**config.mk**
```make
export PLATFORM = sky130hd
export DESIGN_NAME = rbb_merge
export DESIGN_NICKNAME = d
export VERILOG_FILES = /design/src/rbb_pkg.sv /design/src/rbb_merge.sv
export SDC_FILE = /design/constraint.sdc
export NUM_CORES = 1
export LEC_CHECK = 0
export BUFFER_PORTS_ARGS = -buffer_cell sky130_fd_sc_hd__clkbuf_2
export CORE_UTILIZATION = 41
export CTS_CLUSTER_SIZE = 20
export DETAILED_ROUTE_END_ITERATION = 12
export PLACE_DENSITY = 0.91
export SETUP_SLACK_MARGIN = 0.15
export SLEW_MARGIN = 20
export SYNTH_ARGS = -nofsm -noshare
export SYNTH_HDL_FRONTEND = slang
export SYNTH_SLANG_ARGS = --single-unit
```
**constraint.sdc**
```tcl
create_clock -name clock -period 0.9 [get_ports clock]
set_clock_uncertainty 0.05 [all_clocks]
set_input_delay 0.18 -clock clock [delete_from_list [all_inputs] [get_ports clock]]
set_output_delay 0.18 -clock clock [all_outputs]
set_load 0.05 [all_outputs]
```
**src/rbb_pkg.sv**
```systemverilog
// Shared types and constants for the RGB box blur unit.
// Depends on nothing; imported by rbb_lane, rbb_merge, the top level and rbb_checker.
`default_nettype none
package rbb_pkg;

   // Default sizing
   localparam int DEF_MAX_IMAGE_WIDTH  = 2048;
   localparam int DEF_MAX_IMAGE_HEIGHT = 2048;
   localparam int DEF_MAX_RADIUS       = 15;

   // Configuration port
   localparam int CSR_INDEX_W = 2;
   localparam int CSR_DATA_W  = 12;
   localparam int DIM_REG_W   = 12;
   localparam int RAD_REG_W   = 4;

   localparam logic [CSR_INDEX_W-1:0] REG_IMAGE_WIDTH  = 2'd0;
   localparam logic [CSR_INDEX_W-1:0] REG_IMAGE_HEIGHT = 2'd1;
   localparam logic [CSR_INDEX_W-1:0] REG_BLUR_RADIUS  = 2'd2;

   localparam logic [DIM_REG_W-1:0] RST_IMAGE_WIDTH  = 12'd1;
   localparam logic [DIM_REG_W-1:0] RST_IMAGE_HEIGHT = 12'd1;
   localparam logic [RAD_REG_W-1:0] RST_BLUR_RADIUS  = 4'd10;

   // Beat kinds on the request side
   localparam logic FUNC_PIXEL = 1'b0;
   localparam logic FUNC_DRAIN = 1'b1;

   localparam int CHAN_W = 8;
   localparam int PIX_W  = 3 * CHAN_W;

   // Control from the sequencer to every channel lane
   typedef struct packed {
      logic clear;
      logic acc_en;
      logic start;
   } lane_ctl_type;

endpackage
`default_nettype wire

```
**src/rbb_merge.sv**
```systemverilog
// Output stage: joins the three lane quotients into one result beat.
// Depends on rbb_pkg.
`default_nettype none
module rbb_merge
   import rbb_pkg::*;
(
   input  wire logic              clock,
   input  wire logic              reset,
   input  wire logic              load,
   input  wire logic [CHAN_W-1:0] red,
   input  wire logic [CHAN_W-1:0] green,
   input  wire logic [CHAN_W-1:0] blue,
   input  wire logic              last,
   output      logic              free,
   output      logic              rsp_tvalid,
   input  wire logic              rsp_tready,
   output      logic [PIX_W-1:0]  rsp_tdata,
   output      logic              rsp_tlast
);
   logic             valid_ff, valid_in;
   logic [PIX_W-1:0] data_ff;
   logic             last_ff;

   assign free = !valid_ff || rsp_tready;

   // Hold the beat until taken
   always_comb begin
      valid_in = valid_ff;
      if (rsp_tready) begin
         valid_in = 1'b0;
      end
      if (load) begin
         valid_in = 1'b1;
      end
   end

   always_ff @(posedge clock) begin
      if (load) begin
         data_ff <= {blue, green, red};
         last_ff <= last;
      end
      if (reset) begin
         valid_ff <= 1'b0;
      end else begin
         valid_ff <= valid_in;
      end
   end

   assign rsp_tvalid = valid_ff;
   assign rsp_tdata  = data_ff;
   assign rsp_tlast  = last_ff;
endmodule
`default_nettype wire

```
==> impl_metrics.json <==
{
  "status": "finished with violations",
  "violations": "hold timing, setup timing",
  "critPathKind": "reg -> out",
  "max-vdd-ir-drop_uv": 1501,
  "post-route-period-util_pct": 133.1,
  "grt_usage_pct": 20.74,
  "cts_max_path_buffers": 2,
  "critPathLaunchType": "flop",
  "cts_inserted_buffers": 3,
  "clock-sinks": 26,
  "ctsHtreeMaxLevel": 1,
  "finalHoldViolations": 21,
  "yosys.area.top_type": "edfxtp_1",
  "cts_tree": "built",
  "cp_num_cells": 1,
  "num_rows": 15,
  "rsz0062_at_grt": "true",
  "antenna_found_initial": 0,
  "tightestPinTransition_ns": 0.1518,
  "maxSlewHeadroom_pct": 89.90,
  "multiInputGateArea_um2": 22.52,
  "instances_no_fill": 116,
  "syn_avg_cell_area_um2": 27.48,
  "cp_max_fo": 1,
  "hp-class": "in -> reg",
  "worst_path_dominant_cell_family": "flip-flops",
  "nNetsFinal": 121,
  "power_per_cell_area_nw_per_um2": 1873,
  "cp_slowest_cell": "edfxtp_1",
  "via_per_inst": 4.750,
  "setup_viol": 27,
  "ys_seq_area_share_pct": 96.70,
  "core_area_um2": 1783,
  "ys_seq_elements": 26,
  "firstDrtPassIters": 4,
  "ff_latch_area_um2": 774.5,
  "syn_to_final_growth_pct": 79.91,
  "yosysTopAreaCellShare_pct": 94.19,
  "die_x_um": 46.09,
  "end_kind": "primary output",
  "synth_area_um2": 797.0,
  "drt-initial-drc-count": 19,
  "tns_ns": -6.737,
  "ctsHoldBuffers": 1,
  "yosys_warnings": 0,
  "finalWorstSetupSlack_ns": -0.2979,
  "worstPathArrival_ns": 0.97,
  "routed_wl_mm": 2.111,
  "ys_top_cells_by_area": "edfxtp_1 (94%), dfxtp_1 (2.5%), nand2b_4 (1.7%)",
  "floorplan.initialDensity_pct": 44.70,
  "cap_violations": 0,
  "dpl.cell_count": 110,
  "detailedPlace.worstSlack_ns": 0.01313,
  "reg2regPathDepth": 3,
  "path_clk_slew_ns": 0.13,
  "drv_slew": 0,
  "antenna_cells": 0,
  "holdWs_ns": -0.02589,
  "ios": 56,
  "drc": 0,
  "grt_pass1_vias": 540,
  "grt_first_pass_wirelength_mm": 2.787,
  "rrSetupSlack_ns": 0.12,
  "drt-wirelength-per-cell_um": 18.20,
  "cpPeakStageDelay_ns": 0.47,
  "crit_path_start": "rsp_tdata[10]",
  "gp_congestion": 0.6044,
  "vias": 551,
  "fmaxAchievable_ghz": 0.8348,
  "path_buf_inv": 1,
  "antenna_left": 0,
  "drive_gt1_share_pct": 69.23,
  "crit_chain": "buf_8",
  "reg2reg_from": "rsp_tvalid",
  "n_fill_cell": 90,
  "syn_nets": 58,
  "min_period_ns": 1.198,
  "overflow": 0,
  "die_area_um2": 2124,
  "final_area_um2": 1434,
  "port-buffer-count": 55,
  "leakage_uw": 0.0006207,
  "synth_cells": 29,
  "worstReg2RegEnd": "rsp_tvalid",
  "grt_start_max_net_pins": 27,
  "place_area_um2": 1127,
  "endpoint": "rsp_tdata[10]",
  "worstPathRequired_ns": 0.67,
  "ys_types": 5,
  "cts-root-buf": "clkbuf_4",
  "clock_latency_ns": 0.32,
  "chipHeight_um": 46.09
}
timing repair:
| action | CTS | global route |
|---|---|---|
| setup buffers | 0 | 1 |
| endpoints found under the hold margin | 19 | 24 |
| cloned | 0 | 0 |
| resized for setup | 55 | 12 |
| setup endpoints to repair | 27 | 27 |
worst min-delay path by stage:
stage	start	to	slack, ns	cells past startpoint
finish	green[7]	rsp_tdata[15]	-0.03	1
floorplan	reset	rsp_tvalid	0.18	1
detailed placement	reset	rsp_tvalid	0.28	2
global placement	reset	rsp_tvalid	0.28	2
CTS	blue[7]	rsp_tdata[23]	-0.02	1
global route	green[0]	rsp_tdata[8]	-0.04	1
per-stage QoR:
stage | power, uW | utilization, % | hold WS (ns)
after floorplan | 1834 | - | 0.1833
after global placement | 1996 | 63.23 | 0.2834
after detailed placement | 2010 | 63.23 | 0.2844
after CTS | 2622 | 79.16 | -0.01806
after global routing | 2744 | 80.42 | -0.03667
final | 2685 | 80.42 | -0.02589
registers in the layout (all words and copies together), names as in the netlist:
signal,flops
rsp_tdata,24
rsp_tvalid,1
rsp_tlast,1
kinds of logic after synthesis:
| kind of cell | count (synthesis) | synth area share [%] |
|---|---|---|
| compound gates | 1 | 1.099 |
| buf+inv | 1 | 0.4705 |
| flops | 26 | 96.70 |
| simple gates | 1 | 1.726 |
layout make-up:
cell class	instances	area share, %
tap	25	2.181
clock inverter	1	0.2618
timing repair buffer	58	40.14
clock buffer	3	1.571
multi-input combinational	2	1.571
sequential	26	54.01
inverter	1	0.2618
power breakdown:
part	total, uW	leakage, uW	switching [uW]	internal (uW)
clock	487	0.0000154	325	162
sequential	1490	0.000254	59.1	1430
combinational	708	0.000352	423	285
cell usage after synthesis:
| cell | count |
|---|---|
| a21oi_2 | 1 |
| inv_1 | 1 |
| edfxtp_1 | 25 |
| nand2b_4 | 1 |
| dfxtp_1 | 1 |
routing by layer:
metal | vias to the layer above | routed length, um | global-route usage (%)
met4 | 0 | 89 | 10.59
met1 | 270 | 667 | 23.18
met3 | 8 | 104 | 4.314
met2 | 36 | 1249 | 36.90
met5 | - | 0 | 0
li1 | 237 | - | -
layout by cell type, fill, tap and decap left out, drive strengths merged:
master	count
a21oi	1
inv	1
dfxtp	1
clkinv	1
edfxtp	25
dlygate4sd3	1
clkbuf	46
nand2b	1
buf	14
Power figures use the tool's default switching activity.
