[src/rbb_pkg.sv]
// Shared types and constants for the RGB box blur unit.
// Depends on nothing; imported by rbb_lane, rbb_merge, the top level and rbb_checker.
`default_nettype none
package rbb_pkg;

   // Default sizing
   localparam int DEF_MAX_IMAGE_WIDTH  = 2048;
   localparam int DEF_MAX_IMAGE_HEIGHT = 2048;
   localparam int DEF_MAX_RADIUS       = 15;

   // Configuration port
   localparam int CSR_INDEX_W = 2;
   localparam int CSR_DATA_W  = 12;
   localparam int DIM_REG_W   = 12;
   localparam int RAD_REG_W   = 4;

   localparam logic [CSR_INDEX_W-1:0] REG_IMAGE_WIDTH  = 2'd0;
   localparam logic [CSR_INDEX_W-1:0] REG_IMAGE_HEIGHT = 2'd1;
   localparam logic [CSR_INDEX_W-1:0] REG_BLUR_RADIUS  = 2'd2;

   localparam logic [DIM_REG_W-1:0] RST_IMAGE_WIDTH  = 12'd1;
   localparam logic [DIM_REG_W-1:0] RST_IMAGE_HEIGHT = 12'd1;
   localparam logic [RAD_REG_W-1:0] RST_BLUR_RADIUS  = 4'd10;

   // Beat kinds on the request side
   localparam logic FUNC_PIXEL = 1'b0;
   localparam logic FUNC_DRAIN = 1'b1;

   localparam int CHAN_W = 8;
   localparam int PIX_W  = 3 * CHAN_W;

   // Control from the sequencer to every channel lane
   typedef struct packed {
      logic clear;
      logic acc_en;
      logic start;
   } lane_ctl_type;

endpackage
`default_nettype wire

[src/rbb_lane.sv]
// One color channel lane: window accumulator and restoring divider.
// Depends on rbb_pkg.
`default_nettype none
module rbb_lane
   import rbb_pkg::*;
#(
   parameter int MAX_RADIUS = DEF_MAX_RADIUS
) (
   input  wire logic                clock,
   input  wire logic                reset,
   input  wire lane_ctl_type        ctl,
   input  wire logic [CHAN_W-1:0]   pix,
   input  wire logic [$clog2((2*MAX_RADIUS+1)*(2*MAX_RADIUS+1)+1)-1:0] count,
   output      logic                done,
   output      logic [CHAN_W-1:0]   quot
);
   localparam int SPAN = 2 * MAX_RADIUS + 1;
   localparam int CW   = $clog2(SPAN * SPAN + 1);
   localparam int SW   = $clog2(SPAN * SPAN * 255 + 1);
   localparam int KW   = $clog2(SW + 1);

   logic [SW-1:0] sum_ff, sum_in;
   logic [SW-1:0] q_ff, q_in;
   logic [CW-1:0] rem_ff, rem_in;
   logic [CW-1:0] div_ff, div_in;
   logic [KW-1:0] step_ff, step_in;
   logic          busy_ff, busy_in;
   logic          done_ff, done_in;
   logic [CW:0]   shifted;

   // Accumulate, then shift one quotient bit per cycle
   always_comb begin
      sum_in  = sum_ff;
      q_in    = q_ff;
      rem_in  = rem_ff;
      div_in  = div_ff;
      step_in = step_ff;
      busy_in = busy_ff;
      done_in = done_ff;
      shifted = {rem_ff, q_ff[SW-1]};
      if (ctl.clear) begin
         sum_in  = '0;
         done_in = 1'b0;
      end else if (ctl.acc_en) begin
         sum_in = sum_ff + SW'(pix);
      end
      if (ctl.start) begin
         q_in    = sum_ff;
         rem_in  = '0;
         div_in  = count;
         step_in = KW'(SW);
         busy_in = 1'b1;
         done_in = 1'b0;
      end else if (busy_ff) begin
         if (shifted >= {1'b0, div_ff}) begin
            rem_in = CW'(shifted - {1'b0, div_ff});
            q_in   = {q_ff[SW-2:0], 1'b1};
         end else begin
            rem_in = shifted[CW-1:0];
            q_in   = {q_ff[SW-2:0], 1'b0};
         end
         step_in = step_ff - 1'b1;
         if (step_ff == KW'(1)) begin
            busy_in = 1'b0;
            done_in = 1'b1;
         end
      end
   end

   always_ff @(posedge clock) begin
      sum_ff  <= sum_in;
      q_ff    <= q_in;
      rem_ff  <= rem_in;
      div_ff  <= div_in;
      step_ff <= step_in;
      if (reset) begin
         busy_ff <= 1'b0;
         done_ff <= 1'b0;
      end else begin
         busy_ff <= busy_in;
         done_ff <= done_in;
      end
   end

   assign done = done_ff;
   assign quot = q_ff[CHAN_W-1:0];
endmodule
`default_nettype wire

[config.mk]
export PLATFORM = sky130hd
export DESIGN_NAME = rbb_lane
export DESIGN_NICKNAME = d
export VERILOG_FILES = /design/src/rbb_pkg.sv /design/src/rbb_lane.sv
export SDC_FILE = /design/constraint.sdc
export NUM_CORES = 1
export LEC_CHECK = 0
export BUFFER_PORTS_ARGS = -buffer_cell sky130_fd_sc_hd__buf_4
export CORE_MARGIN = 4
export CORE_UTILIZATION = 59
export CTS_CLUSTER_SIZE = 25
export DETAILED_ROUTE_END_ITERATION = 8
export PLACE_DENSITY = 0.78
export SYNTH_ARGS = -nofsm -noshare
export SYNTH_HDL_FRONTEND = slang
export SYNTH_SLANG_ARGS = --single-unit
export TNS_END_PERCENT = 30
[constraint.sdc]
create_clock -name clock -period 2.9 [get_ports clock]
set_input_delay 0.87 -clock clock [delete_from_list [all_inputs] [get_ports clock]]
set_output_delay 0.87 -clock clock [all_outputs]
set_load 0.05 [all_outputs]
==> summary.md, run 1 <==
| Metric | Value |
|---|---|
| Drt first pass iters | 4 |
| Post-synth ARST share | 0 |
| Gate count of the mapped netlist | between 300 and 400 |
| #FFs+latches synth | 63 |
| Tot Pwr | about 2.4 mW |
| Worst-Margin Slew | roughly 800 ps |
| Via Count | 2521 |
| Die width | roughly 85 um |
| Sw power | 0.714 mW |
| Min-delay worst type | reg2reg |
| Layout cell share with drive strength beyond 1 | 0.152 |
| Final ANT Viol Nets | 0 |
| Hold_buf cts | 0 |
| Initial DRC Count | 135 |
| Final setup viols | 0 |
| Int Pwr | 1.64 mW |
| Initial core utilization | 0.621 |
| Tmin final | roughly 2500 ps |
| Crit path capture type | register |
| Crit path max fanout | 9 |
| Clk pwr share | 0.313 |
| Setup TNS Final | 0 ps |
| Syn Nets | 390 |
| Setup Skew | 7.44 ps |
| Fin. max-slew vios | 0 |
| Filler cells | 453 |
| Antenna cells | 0 |
| Share of power burned in registers | 0.451 |
| Reg2Reg Launch Point | rem_ff[2]$_SDFFE_PP0P_ |
| Achievable Freq | 403 MHz |
| CTS Buffer Depth | 2 |
| Largest net degree at the start of global routing | 28 |
| Crit path DAT | 2710 ps |
| Hold_sp | rem_ff[7]$_SDFFE_PP0P_ |
| Comb power frac | 0.236 |
| Worst Reg2Reg Path Length in Cells | 7 |
| # clock sinks | 63 |
| Final Hold Viols | 0 |
| Congestion Overflow GR | 0 |
| Synthesis Warnings | 0 |
| Die ar. | 7230 um^2 |
| TritonCTS clock tree | yes |
| Leakage | 1.61 nW |
| DR DRC count | 0 |
| Number of global-route vias before repair | approximately 2400 |
| RePlAce Congestion | 0.867 |
| H-tree Lvls | 3 |
| Gates resized, CTS repair | 0 |
| Setup Crit Path Kind | in2reg |
| Post-CTS Setup Inserts | 0 |
| Setup crit start | pix[0] |
| Area of the mapped netlist | 3500 um^2 |
| Post-synth EDFFs | 28 |
| RR Endpoint | rem_ff[1]$_SDFFE_PP0P_ |
| Final Cycle Share | 0.855 |
| TritonCTS Buffers | 9 |
| R2r setup slk | 430 ps |
| MaxCap Viol Count | 0 |
| DRT Wirelength | 6440 um |
| CP Capture Point | sum_ff[14]$_SDFFE_PP0P_ |
| Critical Path RT | 3130 ps |
| Nets | 416 |
| Switch share | 0.303 |
| Slew margin rel. | 0.468 |
| Unrepaired setup endpoints after global routing | false |
| Root Driver | clkbuf_8 |
| Area growth syn-to-layout | 12.1% |
| Port buffer count | 31 |
| Sequential area share after synthesis | 0.440 |
| Run status | completed |
| Top FF cell, synth | dfxtp_1 |
| DR vias/cell | roughly 5.6 |
| Tot GR Track Use | 0.189 |
| IO Count | 32 |
| Clock transition at path regs | 70 ps |
| CP cell instances | buf_4 > ha_1 > inv_1 > fa_1 > nand2b_1 > a21oi_1 > nor3_1 > nor4bb_1 > xnor2_1 > nor2_1 |
| Clock Latency Late Sink | 350 ps |
| Startpoint types | input port |
| Syn avg cell area | 10.2 um^2 |
| Routed len/inst | 14.4 um |
| Core box area | 5640 um^2 |
| Peak supply drop | 0.000484 V |
| Antenna violations before repair | 0 |
| Die height | 85.1 um |
| Cell Rows | 27 |
| Slowest stage cell, crit path | fa_1 |
| First-pass GRT wire length | approximately 11000 um |
| P per Cell Area | 600 nW/um^2 |
| Synth unique cells | 51 |
| HPWL after DPL | ~4500 um |
| CP max stage delay | 390 ps |
power groups by stage:
stage	clock network, mW	logic, mW	registers (mW)
6_report	0.738	0.557	1.06
5_1_grt	0.792	0.614	1.07
4_1_cts	0.759	0.557	1.06
3_5_place_dp	0	0.553	1.08
3_3_place_gp	0	0.539	1.08
2_1_floorplan	0	0.452	1.06
state kept, by name, indices dropped and copies added (netlist names):
register and count:
done 1, q_ff 18, step_ff 5, busy_ff 1, rem_ff 10, div_ff 10
sum_ff 18
cell type report:
type	count	area (um^2)	area share
Clock inverter	6	61.3	0.0156
Timing Repair Buffer	34	255	0.0650
Inverter	27	101	0.0258
Sequential cell	63	1540	0.392
Tap cell	72	90.1	0.0229
Multi-Input combinational cell	236	1750	0.446
Clock buffer	10	128	0.0325
critical path, delay by kind of cell:
family,cells,cell delay [ps]
and+or+nand+nor,4,770
buffers and inverters,2,140
xor gates and xnor gates,1,160
AOI/OAI and AO/OA,1,230
adders and majority gates,2,550
metrics by stage:
step                      setup slack, ps  area, um^2  instances  hold WS (ps)   util
after global routing                  246        3930        448           521  0.696
after floorplan                       365        3500        345           445      -
after CTS                             456        3930        448           487  0.696
final                                 420        3930        448           485  0.696
after global placement                134        3740        432           470  0.663
after detailed placement             95.1        3740        432           477  0.663
synth_stat cells (all sizes together), types with 10 or more instances:
master	instances	area [um^2]
dfxtp	35	701
nor2	30	113
edfxtp	28	841
inv	27	101
a21oi	21	116
ha	20	250
o21ai	20	100
mux2	18	203
mux2i	14	140
buf	13	87.6
or3	12	75.1
xnor2	11	96.3
nand2	10	37.5
nand3	10	50.1
worst min path at each step:
stage / end / slack, ps / cells after the start
6_report: rem_ff[7]$_SDFFE_PP0P_ / 490 / 2
5_1_grt: rem_ff[7]$_SDFFE_PP0P_ / 520 / 2
4_1_cts: rem_ff[7]$_SDFFE_PP0P_ / 490 / 2
3_5_place_dp: rem_ff[7]$_SDFFE_PP0P_ / 480 / 2
3_3_place_gp: rem_ff[7]$_SDFFE_PP0P_ / 470 / 2
2_1_floorplan: rem_ff[2]$_SDFFE_PP0P_ / 450 / 2
layout by cell type (no fill, tap or decap), types with 2 or more instances in the layout:
cell type / synthesis / routed
o21bai_1: 2 / 2
a31oi_1: 4 / 4
ha_1: 20 / 20
nand2_1: 10 / 10
a211oi_1: 6 / 6
nor4bb_1: 2 / 2
o21a_1: 4 / 4
a21oi_1: 20 / 20
mux2_1: 15 / 15
o22ai_1: 3 / 3
nand3b_1: 2 / 2
or3_1: 12 / 12
edfxtp_1: 28 / 28
o21ai_0: 12 / 12
fa_1: 2 / 2
a21o_1: 4 / 4
xnor2_1: 11 / 11
clkinv_2: 0 / 3
nor4_1: 2 / 2
or4b_1: 3 / 3
nand3_1: 10 / 10
mux2i_1: 14 / 14
nand4_1: 4 / 4
or2_1: 2 / 2
nor3b_1: 3 / 3
nor2_1: 30 / 30
buf_4: 8 / 34
nor3_1: 5 / 5
dfxtp_1: 35 / 35
o21ai_1: 8 / 8
nand2b_1: 5 / 5
xor2_1: 4 / 4
clkbuf_8: 0 / 9
inv_1: 27 / 27
mux2_2: 3 / 3
cell families after synthesis:
family	share of synthesized area
AND/OR/NAND/NOR	0.149
AO/OA/AOI/OAI	0.132
flip-flops	0.440
buffers and inverters	0.0604
multiplexers	0.0979
adder cells (fa/ha/maj)	0.0829
XOR/XNOR	0.0375
per-layer routing:
| metal | share of wire | global-route usage |
|---|---|---|
| met2 | 0.46 | 0.297 |
| met5 | 0 | 0 |
| met4 | 0.0084 | 0.0590 |
| met3 | 0.045 | 0.0650 |
| met1 | 0.48 | 0.246 |
Power figures use the tool's default switching activity.
==> inputs of run 2 (changes only) <==
--- a/config.mk
+++ b/config.mk
@@ -6,6 +6,7 @@
 export NUM_CORES = 1
 export LEC_CHECK = 0
 export BUFFER_PORTS_ARGS = -buffer_cell sky130_fd_sc_hd__buf_4
+export CORE_ASPECT_RATIO = 1.75
 export CORE_MARGIN = 4
 export CORE_UTILIZATION = 59
 export CTS_CLUSTER_SIZE = 25
==> run 2 against run 1 <==
- register-to-register slack hardly changed
- sequential cell count unchanged
- fmax rose by 0.94%
- sequential share of layout area is 0.40 points lower
- clock skew down 2.8 ps
==> summary.md, run 2 (synthesis gave the netlist of run 1 again) <==
| Metric | Value |
|---|---|
| Run status | completed |
| Achievable Freq | 407 MHz |
| Core box area | 5680 um^2 |
| Hold_sp | rem_ff[7]$_SDFFE_PP0P_ |
| Drt first pass iters | 5 |
| Antenna violations before repair | 0 |
| P per Cell Area | 611 nW/um^2 |
| Biggest regs | q_ff (18), sum_ff (18) |
| DR vias/cell | 5.85 |
| Worst Reg2Reg Path Length in Cells | 8 |
| CP max stage delay | 620 ps |
| Largest net degree at the start of global routing | 25 |
| Tmin final | ~2500 ps |
| Post-CTS Setup Inserts | 0 |
| Routed len/inst | 15.6 um |
| Hold_buf cts | 0 |
| Die width | 66.3 um |
| Placed Cells | between 400 and 500 |
| TritonCTS Buffers | 9 |
| Initial DRC Count | 120 |
| Unrepaired setup endpoints after global routing | false |
| CP cell instances | inv_1 > ha_1 > o21a_1 > o31a_1 > o32a_4 > a2bb2oi_2 > mux2i_1 > a211oi_1 |
| Tot GR Track Use | 0.222 |
| Via Count | 2654 |
| Fin. max-slew vios | 0 |
| Commonest cells after routing, fill and taps aside | 36 x buf_4, 35 x dfxtp_1, 30 x nor2_1, 28 x edfxtp_1, 27 x inv_1 |
| IO Count | 32 |
| Initial core utilization | 0.617 |
| Layout cell share with drive strength beyond 1 | 0.156 |
| Worst-Margin Slew | 794 ps |
| Nets | between 400 and 500 |
| Filler cells | about 470 |
| Crit path capture type | register |
| Most common cell after layout, fill and taps aside | buf_4 |
| RePlAce Congestion | 0.870 |
| TritonCTS clock tree | yes |
| MaxCap Viol Count | 0 |
| Number of global-route vias before repair | 2698 |
| Final Util | 0.699 |
| Final setup viols | 0 |
| Clock transition at path regs | ~70 ps |
| Min-delay worst type | reg2reg |
| Die height | 110 um |
| Final ANT Viol Nets | 0 |
| Pre-CTS setup slack | approximately 76 ps |
| Cell Rows | 36 |
| Gates resized, CTS repair | 0 |
| Final Hold Viols | 0 |
| Leakage | 1.63 nW |
| First-pass GRT wire length | 12200 um |
| Startpoint types | register |
| Antenna cells | 0 |
| Setup Crit Path Kind | reg2reg |
| Clock Latency Late Sink | roughly 340 ps |
| Setup ws final | 443 ps |
| Crit path max fanout | 11 |
| Setup crit start | div_ff[3]$_DFFE_PP_ |
| HPWL after DPL | 5070 um |
| DRT Wirelength | 7080 um |
| # clock sinks | 63 |
| H-tree Lvls | 3 |
| Area growth syn-to-layout | 13.3% |
| Port buffer count | 31 |
| Congestion Overflow GR | 0 |
| DR DRC count | 0 |
| Crit path DAT | approximately 2700 ps |
| Setup TNS Final | 0 ps |
| Final cell count without fillers | 454 |
| Hold Slack | 485 ps |
| Root Driver | clkbuf_8 |
| Reg2Reg Launch Point | div_ff[3]$_DFFE_PP_ |
| Die ar. | 7280 um^2 |
| Worst hold path stage count | 2 |
| CTS Buffer Depth | 2 |
| Peak supply drop | 0.000430 V |
| Critical Path RT | 3150 ps |
| Slew margin rel. | 0.470 |
| Setup Skew | 4.66 ps |
| Slowest stage cell, crit path | a2bb2oi_2 |
| Final Cycle Share | 0.847 |
## run 2: cell types whose count changed in the layout (fill, tap and decap cells not counted), sizes merged
| cell | delta |
|---|---|
| clkinv | -2 |
| clkinvlp | -1 |
| buf | +2 |
| clkbuf | +3 |
## run 2: power by group
| part | internal, mW | switching [mW] | total, mW |
|---|---|---|---|
| combinational | 0.239 | 0.325 | 0.564 |
| clock | 0.465 | 0.331 | 0.796 |
| sequential | 1.01 | 0.0510 | 1.07 |
## run 2: worst paths after layout
kind / to / slack [ps]
worst max register to register: rem_ff[3]$_SDFFE_PP0P_ / 440
worst min-delay path: rem_ff[7]$_SDFFE_PP0P_ / 480
worst min register to register: rem_ff[7]$_SDFFE_PP0P_ / 480
worst max-delay path: rem_ff[3]$_SDFFE_PP0P_ / 440
## run 2: routing by layer
| layer | GRT usage | wire length, um |
|---|---|---|
| met1 | 0.228 | 2580 |
| met2 | 0.414 | 4070 |
| met3 | 0.0542 | 271 |
| met4 | 0.0959 | 154 |
| met5 | 0 | 0 |
## run 2: layout make-up
class / instances / area (um^2) / area share
Multi-Input combinational cell: 236 / 1750 / 0.441
Clock buffer: 13 / 169 / 0.0426
Tap cell: 76 / 95.1 / 0.0240
Clock inverter: 3 / 40.0 / 0.0101
Inverter: 27 / 101 / 0.0255
Timing Repair Buffer: 36 / 270 / 0.0681
Sequential cell: 63 / 1540 / 0.389
## run 2: per-stage QoR
stage          power [mW]  cell area [um^2]
2_1_floorplan        1.52              3500
3_3_place_gp         1.63              3760
3_5_place_dp         1.64              3760
4_1_cts              2.45              3970
5_1_grt              2.55              3970
6_report             2.43              3970
## run 2: worst max-delay path, delay by kind of cell, from the launching register on
kind / cells / cell delay, ps
flip-flops: 1 / 330
multiplexers: 1 / 180
buffers and inverters: 1 / 50
AO/OA/AOI/OAI: 5 / 1430
adder cells (fa/ha/maj): 1 / 370
